<file path="src/rtl/mfp_pkg.sv">
// Types and constants for the MQTT frame parser.
// No dependencies; imported by mfp_step and mqtt_frame_parser.
package mfp_pkg;

	localparam logic [2:0] PH_IDLE    = 3'd0;
	localparam logic [2:0] PH_LEN     = 3'd1;
	localparam logic [2:0] PH_HDR     = 3'd2;
	localparam logic [2:0] PH_TLEN    = 3'd3;
	localparam logic [2:0] PH_TOPIC   = 3'd4;
	localparam logic [2:0] PH_PID     = 3'd5;
	localparam logic [2:0] PH_PAYLOAD = 3'd6;

	localparam logic [3:0] CMD_CONNACK   = 4'd2;
	localparam logic [3:0] CMD_PUBLISH   = 4'd3;
	localparam logic [3:0] CMD_PUBACK    = 4'd4;
	localparam logic [3:0] CMD_PUBREC    = 4'd5;
	localparam logic [3:0] CMD_PUBREL    = 4'd6;
	localparam logic [3:0] CMD_PUBCOMP   = 4'd7;
	localparam logic [3:0] CMD_SUBSCRIBE = 4'd8;
	localparam logic [3:0] CMD_SUBACK    = 4'd9;

	localparam logic [2:0] CLS_FIXED   = 3'd0;
	localparam logic [2:0] CLS_LENGTH  = 3'd1;
	localparam logic [2:0] CLS_VARHDR  = 3'd2;
	localparam logic [2:0] CLS_TOPIC   = 3'd3;
	localparam logic [2:0] CLS_PAYLOAD = 3'd4;

	localparam logic [2:0] LEN_MAX_BYTES = 3'd4;

	typedef struct packed {
		logic [2:0]  phase;
		logic [3:0]  command;
		logic [1:0]  qos;
		logic [27:0] len_accum;
		logic [2:0]  len_count;
		logic [27:0] bytes_left;
		logic        field_count;
		logic [15:0] id_value;
		logic [15:0] tlen_value;
		logic [15:0] topic_left;
		logic [7:0]  ack_code;
	} parse_state_t;

	typedef struct packed {
		logic [2:0]  byte_class;
		logic [7:0]  data_byte;
		logic [3:0]  packet_kind;
		logic [1:0]  qos_level;
		logic [27:0] remaining_length;
		logic [15:0] packet_id;
		logic [7:0]  connack_code;
		logic [15:0] topic_size;
		logic        header_done;
		logic        frame_end;
		logic        frame_error;
	} parse_result_t;

endpackage

</file>
<file path="src/rtl/mqtt_frame_parser.sv">
// MQTT 3.1 fixed and variable header parser, top level.
// Depends on mfp_pkg and mfp_step.
//
// Takes one stream byte per transfer and returns one tagged result per byte,
// in order. A byte lands in an input register, goes through one level of
// header-decode logic and lands in the result register, which drives result
// valid. Both registers advance together, so the block sustains one byte per
// clock as long as results are taken; a stalled result holds the result
// register and then the input register. Parse state updates when a byte moves
// into the result register. No clearing pass.
module mqtt_frame_parser import mfp_pkg::*; (
	input  logic        clk,
	input  logic        arst_n,
	input  logic        byte_valid,
	output logic        byte_ready,
	input  logic [7:0]  stream_byte,
	output logic        result_valid,
	input  logic        result_ready,
	output logic [2:0]  byte_class,
	output logic [7:0]  data_byte,
	output logic [3:0]  packet_kind,
	output logic [1:0]  qos_level,
	output logic [27:0] remaining_length,
	output logic [15:0] packet_id,
	output logic [7:0]  connack_code,
	output logic [15:0] topic_size,
	output logic        header_done,
	output logic        frame_end,
	output logic        frame_error
);

	logic          valid_s1;
	logic [7:0]    byte_s1;
	logic          valid_s2;
	parse_result_t res_s2;
	parse_state_t  state_q;
	parse_state_t  state_next;
	parse_result_t res_next;
	logic          advance;

	assign advance    = valid_s1 && (!valid_s2 || result_ready);
	assign byte_ready = !valid_s1 || advance;

	mfp_step u_step (
		.cur         (state_q),
		.stream_byte (byte_s1),
		.nxt         (state_next),
		.res         (res_next)
	);

	always_ff @(posedge clk or negedge arst_n) begin
		if (!arst_n) begin
			valid_s1 <= 1'b0;
			valid_s2 <= 1'b0;
			state_q  <= '0;
		end else begin
			if (byte_ready) begin
				valid_s1 <= byte_valid;
			end
			if (advance) begin
				valid_s2 <= 1'b1;
				state_q  <= state_next;
			end else if (result_ready) begin
				valid_s2 <= 1'b0;
			end
		end
	end

	// payload registers: load on transfer, hold otherwise
	always_ff @(posedge clk) begin
		if (byte_valid && byte_ready) begin
			byte_s1 <= stream_byte;
		end
		if (advance) begin
			res_s2 <= res_next;
		end
	end

	assign result_valid     = valid_s2;
	assign byte_class       = res_s2.byte_class;
	assign data_byte        = res_s2.data_byte;
	assign packet_kind      = res_s2.packet_kind;
	assign qos_level        = res_s2.qos_level;
	assign remaining_length = res_s2.remaining_length;
	assign packet_id        = res_s2.packet_id;
	assign connack_code     = res_s2.connack_code;
	assign topic_size       = res_s2.topic_size;
	assign header_done      = res_s2.header_done;
	assign frame_end        = res_s2.frame_end;
	assign frame_error      = res_s2.frame_error;

endmodule

</file>
<file path="src/rtl/mfp_step.sv">
// Next-state and result logic for one stream byte of the MQTT frame parser.
// Depends on mfp_pkg.
module mfp_step import mfp_pkg::*; (
	input  parse_state_t  cur,
	input  logic [7:0]    stream_byte,
	output parse_state_t  nxt,
	output parse_result_t res
);

	logic [2:0]  first_ph;
	logic [27:0] accum_new;
	logic [27:0] left_dec;
	logic [15:0] topic_dec;
	logic [15:0] tlen_new;
	logic [2:0]  cls;
	logic        hd;
	logic        fe;
	logic        err;

	always_comb begin
		case (cur.command)
			CMD_CONNACK, CMD_PUBACK, CMD_PUBREC, CMD_PUBREL, CMD_PUBCOMP,
			CMD_SUBSCRIBE, CMD_SUBACK: first_ph = PH_HDR;
			CMD_PUBLISH: first_ph = PH_TLEN;
			default: first_ph = PH_PAYLOAD;
		endcase
	end

	// place the 7-bit length group by its position in the varint
	always_comb begin
		accum_new = cur.len_accum;
		case (cur.len_count[1:0])
			2'd0: accum_new[6:0]   = cur.len_accum[6:0]   | stream_byte[6:0];
			2'd1: accum_new[13:7]  = cur.len_accum[13:7]  | stream_byte[6:0];
			2'd2: accum_new[20:14] = cur.len_accum[20:14] | stream_byte[6:0];
			default: accum_new[27:21] = cur.len_accum[27:21] | stream_byte[6:0];
		endcase
	end

	assign left_dec  = (cur.bytes_left != 28'd0) ? cur.bytes_left - 28'd1 : 28'd0;
	assign topic_dec = (cur.topic_left != 16'd0) ? cur.topic_left - 16'd1 : 16'd0;
	assign tlen_new  = {cur.tlen_value[7:0], stream_byte};

	always_comb begin
		nxt = cur;
		cls = CLS_PAYLOAD;
		hd  = 1'b0;
		fe  = 1'b0;
		err = 1'b0;
		if (cur.phase == PH_IDLE) begin
			cls             = CLS_FIXED;
			nxt             = '0;
			nxt.command     = stream_byte[7:4];
			nxt.qos         = stream_byte[2:1];
			nxt.phase       = PH_LEN;
		end else if (cur.phase == PH_LEN) begin
			cls = CLS_LENGTH;
			if (cur.len_count >= LEN_MAX_BYTES) begin
				err       = 1'b1;
				fe        = 1'b1;
				nxt.phase = PH_IDLE;
			end else begin
				nxt.len_accum = accum_new;
				nxt.len_count = cur.len_count + 3'd1;
				if (!stream_byte[7]) begin
					nxt.bytes_left = accum_new;
					if (accum_new == 28'd0) begin
						fe        = 1'b1;
						err       = (first_ph != PH_PAYLOAD);
						nxt.phase = PH_IDLE;
					end else begin
						nxt.phase = first_ph;
					end
				end
			end
		end else begin
			nxt.bytes_left = left_dec;
			case (cur.phase)
				PH_HDR: begin
					cls = CLS_VARHDR;
					if (cur.command == CMD_CONNACK) begin
						if (cur.field_count) nxt.ack_code = stream_byte;
					end else begin
						nxt.id_value = {cur.id_value[7:0], stream_byte};
					end
					if (cur.field_count) begin
						nxt.field_count = 1'b0;
						hd              = 1'b1;
						nxt.phase       = PH_PAYLOAD;
					end else begin
						nxt.field_count = 1'b1;
					end
				end
				PH_TLEN: begin
					cls            = CLS_VARHDR;
					nxt.tlen_value = tlen_new;
					if (cur.field_count) begin
						nxt.field_count = 1'b0;
						nxt.topic_left  = tlen_new;
						if (tlen_new != 16'd0) begin
							nxt.phase = PH_TOPIC;
						end else if (cur.qos != 2'd0) begin
							nxt.phase = PH_PID;
						end else begin
							hd        = 1'b1;
							nxt.phase = PH_PAYLOAD;
						end
					end else begin
						nxt.field_count = 1'b1;
					end
				end
				PH_TOPIC: begin
					cls            = CLS_TOPIC;
					nxt.topic_left = topic_dec;
					if (topic_dec == 16'd0) begin
						if (cur.qos != 2'd0) begin
							nxt.phase = PH_PID;
						end else begin
							hd        = 1'b1;
							nxt.phase = PH_PAYLOAD;
						end
					end
				end
				PH_PID: begin
					cls          = CLS_VARHDR;
					nxt.id_value = {cur.id_value[7:0], stream_byte};
					if (cur.field_count) begin
						nxt.field_count = 1'b0;
						hd              = 1'b1;
						nxt.phase       = PH_PAYLOAD;
					end else begin
						nxt.field_count = 1'b1;
					end
				end
				default: begin
					cls       = CLS_PAYLOAD;
					nxt.phase = PH_PAYLOAD;
				end
			endcase
			// counted end of frame; resync on the next byte
			if (left_dec == 28'd0) begin
				fe        = 1'b1;
				err       = (nxt.phase != PH_PAYLOAD);
				nxt.phase = PH_IDLE;
			end
		end
	end

	always_comb begin
		res.byte_class       = cls;
		res.data_byte        = stream_byte;
		res.packet_kind      = nxt.command;
		res.qos_level        = nxt.qos;
		res.remaining_length = nxt.len_accum;
		res.packet_id        = nxt.id_value;
		res.connack_code     = nxt.ack_code;
		res.topic_size       = nxt.tlen_value;
		res.header_done      = hd;
		res.frame_end        = fe;
		res.frame_error      = err;
	end

endmodule

</file>
<file path="config.mk">
export PLATFORM = sky130hd
export DESIGN_NAME = mqtt_frame_parser
export DESIGN_NICKNAME = d
export VERILOG_FILES = /design/src/rtl/mfp_pkg.sv /design/src/rtl/mqtt_frame_parser.sv /design/src/rtl/mfp_step.sv
export SDC_FILE = /design/constraint.sdc
export NUM_CORES = 1
export LEC_CHECK = 0
export BUFFER_PORTS_ARGS = -buffer_cell sky130_fd_sc_hd__buf_2
export CELL_PAD_IN_SITES_DETAIL_PLACEMENT = 0
export CELL_PAD_IN_SITES_GLOBAL_PLACEMENT = 2
export CORE_UTILIZATION = 41
export CTS_CLUSTER_SIZE = 8
export DETAILED_ROUTE_END_ITERATION = 8
export PLACE_DENSITY_LB_ADDON = 0.1
export SLEW_MARGIN = 20
export SYNTH_ARGS = -nofsm -noshare
export SYNTH_HDL_FRONTEND = slang
export SYNTH_SLANG_ARGS = --single-unit
</file>
<file path="constraint.sdc">
create_clock -name clk -period 6.75 [get_ports clk]
set_input_delay 0.3375 -clock clk [delete_from_list [all_inputs] [get_ports clk]]
set_output_delay 0.3375 -clock clk [all_outputs]
set_load 0.005 [all_outputs]
</file>
Word level (Yosys, flattened, before mapping)
Memory sizes are Yosys's and may differ from the RTL's.
Cells that the tools add are included.
{"block": "word_totals", "ff_bits": 223, "latch_bits": 0, "ramBits": 0, "rom_bits": 32, "input_bits": 12, "out_inout_bits": 90, "elab_cells": 136, "mem_count": 1}
{"block": "classes", "addsub": 3, "n_mul": 0, "n_div": 0, "magnitude_cmp": 1, "n_eq_ne": 16, "shift": 0, "mux": 57, "bitwise_logic": 4, "n_reduce_logical": 28}
{"memory": "(no name shown)", "depth": 16, "word_bits": 2, "read_ports": 1, "rd_ports_with_merged_regs": 0, "write_ports": 0, "line": "mfp_step.sv:21", "source": "case (cur.command)"}
{"operator": "two-way mux 116 bit", "n": 1}
{"operator": "two-way mux 28 bit", "n": 3}
{"operator": "two-way mux 16 bit", "n": 4}
{"operator": "case mux 16 bit (2 select lines)", "n": 2}
{"operator": "two-way mux 59 bit", "n": 1}
{"operator": "two-way mux 57 bit", "n": 1}
{"operator": "logical NOT 28 bit", "n": 2}
{"operator": "two-way mux 3 bit", "n": 11}
{"operator": "nonzero test 16 bit", "n": 2}
{"operator": "two-way mux 31 bit", "n": 1}
{"operator": "two-way mux 7 bit", "n": 4}
{"operator": "OR 7 bit", "n": 4}
{"operator": "nonzero test 28 bit", "n": 1}
{"operator": "subtractor 28 x 1 -> 28 bit, second input constant", "n": 1}
{"operator": "two-way mux 8 bit", "n": 3}
{"operator": "two-way mux 1 bit", "n": 20}
{"operator": "logical NOT 16 bit", "n": 1}
{"operator": "subtractor 16 x 1 -> 16 bit, second input constant", "n": 1}
{"operator": "inequality test 3 x 2 -> 1 bit, second input constant", "n": 3}
{"operator": "case mux 3 bit (3 select lines)", "n": 1}
{"operator": "AND reduction 3 bit", "n": 3}
{"operator": "nonzero test 2 bit", "n": 4}
{"operator": "equality test 3 x 2 -> 1 bit, second input constant", "n": 2}
{"operator": "equality test 3 bit, second input constant", "n": 2}
{"operator": "23 further kinds", "n": 31}

Depth between registers and ports, before layout
{"block": "depth", "depth_word": 10, "mapped_depth": 12, "ltp_nobuf": 10}

Cells and area by module
Synthesis repeated with hierarchy kept, for this count alone.
{"block": "unflattened", "hier_cells": 1177, "hier_area_um2": 12532.0}
{"mod": "mqtt_frame_parser", "instances": 1, "cells_each": 368, "area_per_inst_um2": 7800.0, "seq_area_each_um2": 6060.8}
{"mod": "mfp_step", "instances": 1, "cells_each": 809, "area_per_inst_um2": 4732.0, "seq_area_each_um2": 0.0}

Worst setup path before layout
OpenSTA, ideal clock, no wires.
{"block": "synth_path", "kind": "reg-to-reg", "start": "register valid_s2 (netlist: result_valid)", "end": "register res_s2, in the netlist byte_class[0], enable pin", "setup_time_ps": 487, "t_arrival_ps": 3282, "required_time_ps": 6263, "setup_slack_ps": 2981, "stages_incl_launch_ff": 5, "n_path_buf": 1, "synth_period_minus_slack_ps": 3769, "path_cell_list": "dfrtp_1 > nand2b_1 > nand2_1 > clkinv_1 > clkbuf_1"}
{"block": "synth_via", "elab_chain_cells": 3}
{"element": "start: declaration", "line": "mqtt_frame_parser.sv:34", "source": "logic valid_s2;"}
{"element": "start signal: assignment", "line": "mqtt_frame_parser.sv:54", "source": "valid_s2 <= 1'b0;"}
{"element": "start signal: assignment", "line": "mqtt_frame_parser.sv:61", "source": "valid_s2 <= 1'b1;"}
{"element": "start signal: assignment", "line": "mqtt_frame_parser.sv:64", "source": "valid_s2 <= 1'b0;"}
{"element": "logical NOT 1 bit", "line": "mqtt_frame_parser.sv:41", "source": "assign advance = valid_s1 && (!valid_s2 || result_ready);"}
{"element": "logical OR 1 bit", "line": "mqtt_frame_parser.sv:41"}
{"element": "logical AND 1 bit", "line": "mqtt_frame_parser.sv:41"}
{"element": "via advance", "line": "mqtt_frame_parser.sv:39", "source": "logic advance;"}
{"element": "end signal: assignment", "line": "mqtt_frame_parser.sv:75", "source": "res_s2 <= res_next;"}
{"element": "end: declaration", "line": "mqtt_frame_parser.sv:35", "source": "parse_result_t res_s2;"}
The timed path passes the listed nets, and every way through them passes these cells.
A chain may end at the register's enable or synchronous reset.

Final worst setup path
{"block": "layout_path", "start": "register state_q[8] in the netlist's numbering", "end": "register res_s2, in the netlist frame_error (data pin)"}
{"block": "layout_via", "elab_chain_cells": 10, "elab_cells_between_ends": 11, "classes_between": "1 x add/sub; 1 x eq/ne; 7 x mux; 2 x reduce/logical"}
{"element": "start: declaration", "line": "mqtt_frame_parser.sv:36", "source": "parse_state_t state_q;"}
{"element": "start signal: assignment", "line": "mqtt_frame_parser.sv:62", "source": "state_q <= state_next;"}
{"element": "subtractor 16 x 1 -> 16 bit or nonzero test 16 bit (tied branches)", "line": "mfp_step.sv:41", "source": "assign topic_dec = (cur.topic_left != 16'd0) ? cur.topic_left - 16'd1 : 16'd0;"}
{"element": "two-way mux 16 bit *", "line": "mfp_step.sv:41"}
{"element": "logical NOT 16 bit *", "line": "mfp_step.sv:115", "source": "if (topic_dec == 16'd0) begin"}
{"element": "two-way mux 3 bit *", "line": "mfp_step.sv:115"}
{"element": "case mux 3 bit (3 select lines) *", "line": "mfp_step.sv:78", "source": "case (cur.phase)"}
{"element": "two-way mux 3 bit *", "line": "mfp_step.sv:56", "source": "end else if (cur.phase == PH_LEN) begin"}
{"element": "two-way mux 3 bit *", "line": "mfp_step.sv:50", "source": "if (cur.phase == PH_IDLE) begin"}
{"element": "inequality test 3 bit *", "line": "mfp_step.sv:143", "source": "err = (nxt.phase != PH_PAYLOAD);"}
{"element": "two-way mux 1 bit *", "line": "mfp_step.sv:141", "source": "if (left_dec == 28'd0) begin"}
{"element": "two-way mux 1 bit *", "line": "mfp_step.sv:56"}
Every way passes the cells marked *; elsewhere a longest branch is shown, timed or not. The select of a mux whose other input is x is not followed.

==> results.py <==
metrics = {
    "timing": {
        "min_period_ns": 3.65,
        "setup-tns-final_ns": 0,
        "finalHoldViolCount": 0,
        "max_slew_margin": 0.341,
        "finClkSkew_ns": 0.0151,
        "rsz0062_at_grt": "no",
        "setup_viol": 0,
        "worst_pin_slew_ns": 0.986,
        "timing.fmax_ghz": 0.274,
        "fin_crit_sh": 0.540,
        "drv_slew": 0,
    },
    "synth": {
        "yosysWarnings": 0,
        "synth_seq_cells": 223,
        "synthTopCellsByArea": "dfrtp_1, edfxtp_1, nand2_1, nor2_1, a21oi_1",
        "syn_avg_cell_area_um2": 9.72,
        "ys_async_sr_fraction": 0.570,
        "synth_top_area_frac": 0.291,
        "yosysTopAreaCell": "dfrtp_1",
        "ys.flop_type": "dfrtp_1",
        "synth.cell_area_mm2": 0.0109,
        "syn_nets": 1144,
        "synth_enable_flop_cells": 96,
        "ys_seq_area_frac": 0.555,
        "synth.distinct_cells": 69,
        "syn_inst": 1124,
    },
    "layout": {
        "seqCellArea_mm2": 0.00606,
        "multi_input_area_mm2": 0.00450,
        "drive_gt1_frac": 0.152,
        "final_core_util": 0.485,
        "nNetsFinal": 1226,
        "fillers": 2509,
        "diodes": 0,
        "syn_to_final_growth_pct": 16.0,
    },
    "cts": {
        "cts_buffers": 31,
        "cts_setup_buffers": 0,
        "cts_resized": 0,
        "path_clk_slew_ns": 0.05,
        "cts_buffer_depth": 3,
        "cts_root_buf": "clkbuf_16",
        "clock_latency_ns": 0.56,
        "cts.sinks": 223,
        "cts_tree": "built",
        "cts.htree.levels": 1,
    },
    "critical_path": {
        "crit_fanout": 7,
        "cp.required_ns": 7.04,
        "arrival_ns": 3.93,
        "regToRegSetupSlack_ns": 3.10,
        "setup.worst_path.start_class": "flop",
        "critPathKind": "flop to flop",
        "cp-end-kind": "flop",
    },
    "floorplan": {
        "fp.dieW_um": 165,
        "dieHeight_um": 165,
        "initial_core_util": 0.418,
        "std_cell_rows": 59,
        "die_area_mm2": 0.0273,
        "fp.coreArea_mm2": 0.0261,
        "io_pins": 102,
    },
    "drt": {
        "wirelength_um": 32200,
        "drtPass1Iterations": 7,
        "vias": 8962,
        "ant_nets": 0,
        "viasPerCell": 5.73,
        "remaining_drc_errors": 8,
        "drt_iter0_drc": 858,
        "wl_per_cell_um": 20.6,
    },
    "power": {
        "power_density_mw_per_mm2": 445,
        "leakagePower_nw": 5.43,
        "ir_drop_mv": 0.185,
    },
    "placed_design": {
        "io_buffers": 101,
        "place_congestion": 0.877,
        "place_hpwl_um": 20100,
    },
    "grt": {
        "grt_start_max_net_pins": 71,
        "overflow": 0,
        "grt_pass1_vias": 8632,
        "grt_util_all_layers": 0.242,
        "antenna_found_initial": 0,
        "grt_pass1_wl_um": 50900,
    },
    "hold_path": {
        "worstHoldPathType": "primary input to flop",
    },
    "job": {
        "cap_viol_max_count": 0,
    },
    "run_status": {
        "status": "complete, but fails checks",
        "failed_checks": "design-rule violations",
    },
}
synth_stat cells, types with 4 or more instances:
cell type,instances
nand2_1,196
nor2_1,146
dfrtp_1,127
edfxtp_1,96
a21oi_1,78
clkbuf_1,68
o21ai_0,50
a31oi_1,47
mux2i_1,29
o21ai_1,25
nor4_1,19
nor3_1,16
a22o_1,15
inv_1,13
nand4_1,12
o31ai_1,12
o22ai_1,10
o21a_1,9
ha_1,8
a22oi_1,7
and2_1,7
nand3_1,7
or3_1,7
xnor2_1,7
xor2_1,7
buf_2,6
mux2_2,6
nand2b_1,6
nand3b_1,6
nor4_2,6
a32oi_1,5
buf_1,5
o22a_1,4
or4_1,4
registers in the layout, indices dropped and copies added (netlist names), 4 cells and up:
| signal | cells |
|---|---|
| byte_s1 | 8 |
| connack_code | 8 |
| data_byte | 8 |
| packet_id | 16 |
| packet_kind | 4 |
| remaining_length | 28 |
| state_q | 125 |
| topic_size | 16 |
worst paths after layout:
kind	cells after the start	end	startpoint
setup / recovery	10	frame_error	state_q[8]
hold / removal	3	result_valid	result_ready
setup reg to reg	10	frame_error	state_q[8]
hold reg to reg	2	state_q[39]	state_q[39]
max in group asynchronous	3	state_q[72]	arst_n
min in group asynchronous	2	state_q[33]	arst_n
power breakdown:
part / total, W / switching (W) / internal, W
Clock: 0.00143 / 0.000579 / 0.000852
Combinational: 0.00195 / 0.00120 / 0.000749
Sequential: 0.00225 / 0.000398 / 0.00185
logic make-up (layout without fill, tap and decap cells):
family | Yosys count | in the layout | share of synthesized area
mux | 35 | 35 | 0.0328
flops | 223 | 223 | 0.555
xor+xnor | 14 | 14 | 0.0112
simple gates | 461 | 461 | 0.194
fa+ha+maj | 8 | 8 | 0.00916
buf+inv | 96 | 201 | 0.0357
compound gates | 287 | 287 | 0.162
what timing repair did:
| item | 4_1_cts | 5_1_grt |
|---|---|---|
| endpoints found under the hold margin | 66 | 0 |
| hold buffers | 10 | 0 |
| setup endpoints to repair | 0 | 0 |
metrics by stage:
stage | hold slack [ns] | setup slack [ns] | instances | instance area (um2) | power [W]
2_1_floorplan | 0.0419 | 2.98 | 1124 | 10900 | 0.00356
3_3_place_gp | 0.458 | 3.17 | 1497 | 11700 | 0.00419
3_5_place_dp | 0.462 | 3.23 | 1497 | 11700 | 0.00418
4_1_cts | 0.0834 | 3.21 | 1563 | 12700 | 0.00565
5_1_grt | 0.147 | 2.82 | 1564 | 12700 | 0.00602
6_report | 0.105 | 3.10 | 1564 | 12700 | 0.00563
layout make-up:
class,instances,area share
clock inverters,1,0.000691
well taps,335,0.0331
inverters,14,0.00434
multi-input cells,805,0.355
flip-flops and latches,223,0.478
repair buffers,131,0.0601
clock buffers,55,0.0683
cells in the final DEF, fill, tap and decap left out, drive strengths merged, types with 19 or more instances in the layout:
| master | instances |
|---|---|
| a21oi | 78 |
| a31oi | 47 |
| buf | 121 |
| clkbuf | 55 |
| dfrtp | 127 |
| edfxtp | 96 |
| mux2i | 29 |
| nand2 | 197 |
| nor2 | 147 |
| nor3 | 19 |
| nor4 | 26 |
| o21ai | 76 |
layer usage:
metal  up-vias  track usage  share of wire
met5         -            0              0
met4         0       0.0630          0.019
met3        48       0.0497          0.063
met2       270        0.354           0.43
met1      4413        0.361           0.49
li1       4231            -              -
worst max-delay path, stage by stage, from the launching register on:
cell and delay [ns]:
dfrtp_1 0.44, inv_1 0.15, ha_1 0.29, nor3b_1 0.83, nand4_1 0.22, xor2_1 0.25
nand2_1 0.09, nor4_1 0.66, o21ai_1 0.21, o21ai_1 0.16, o21ai_1 0.07
Power figures use the tool's default switching activity.
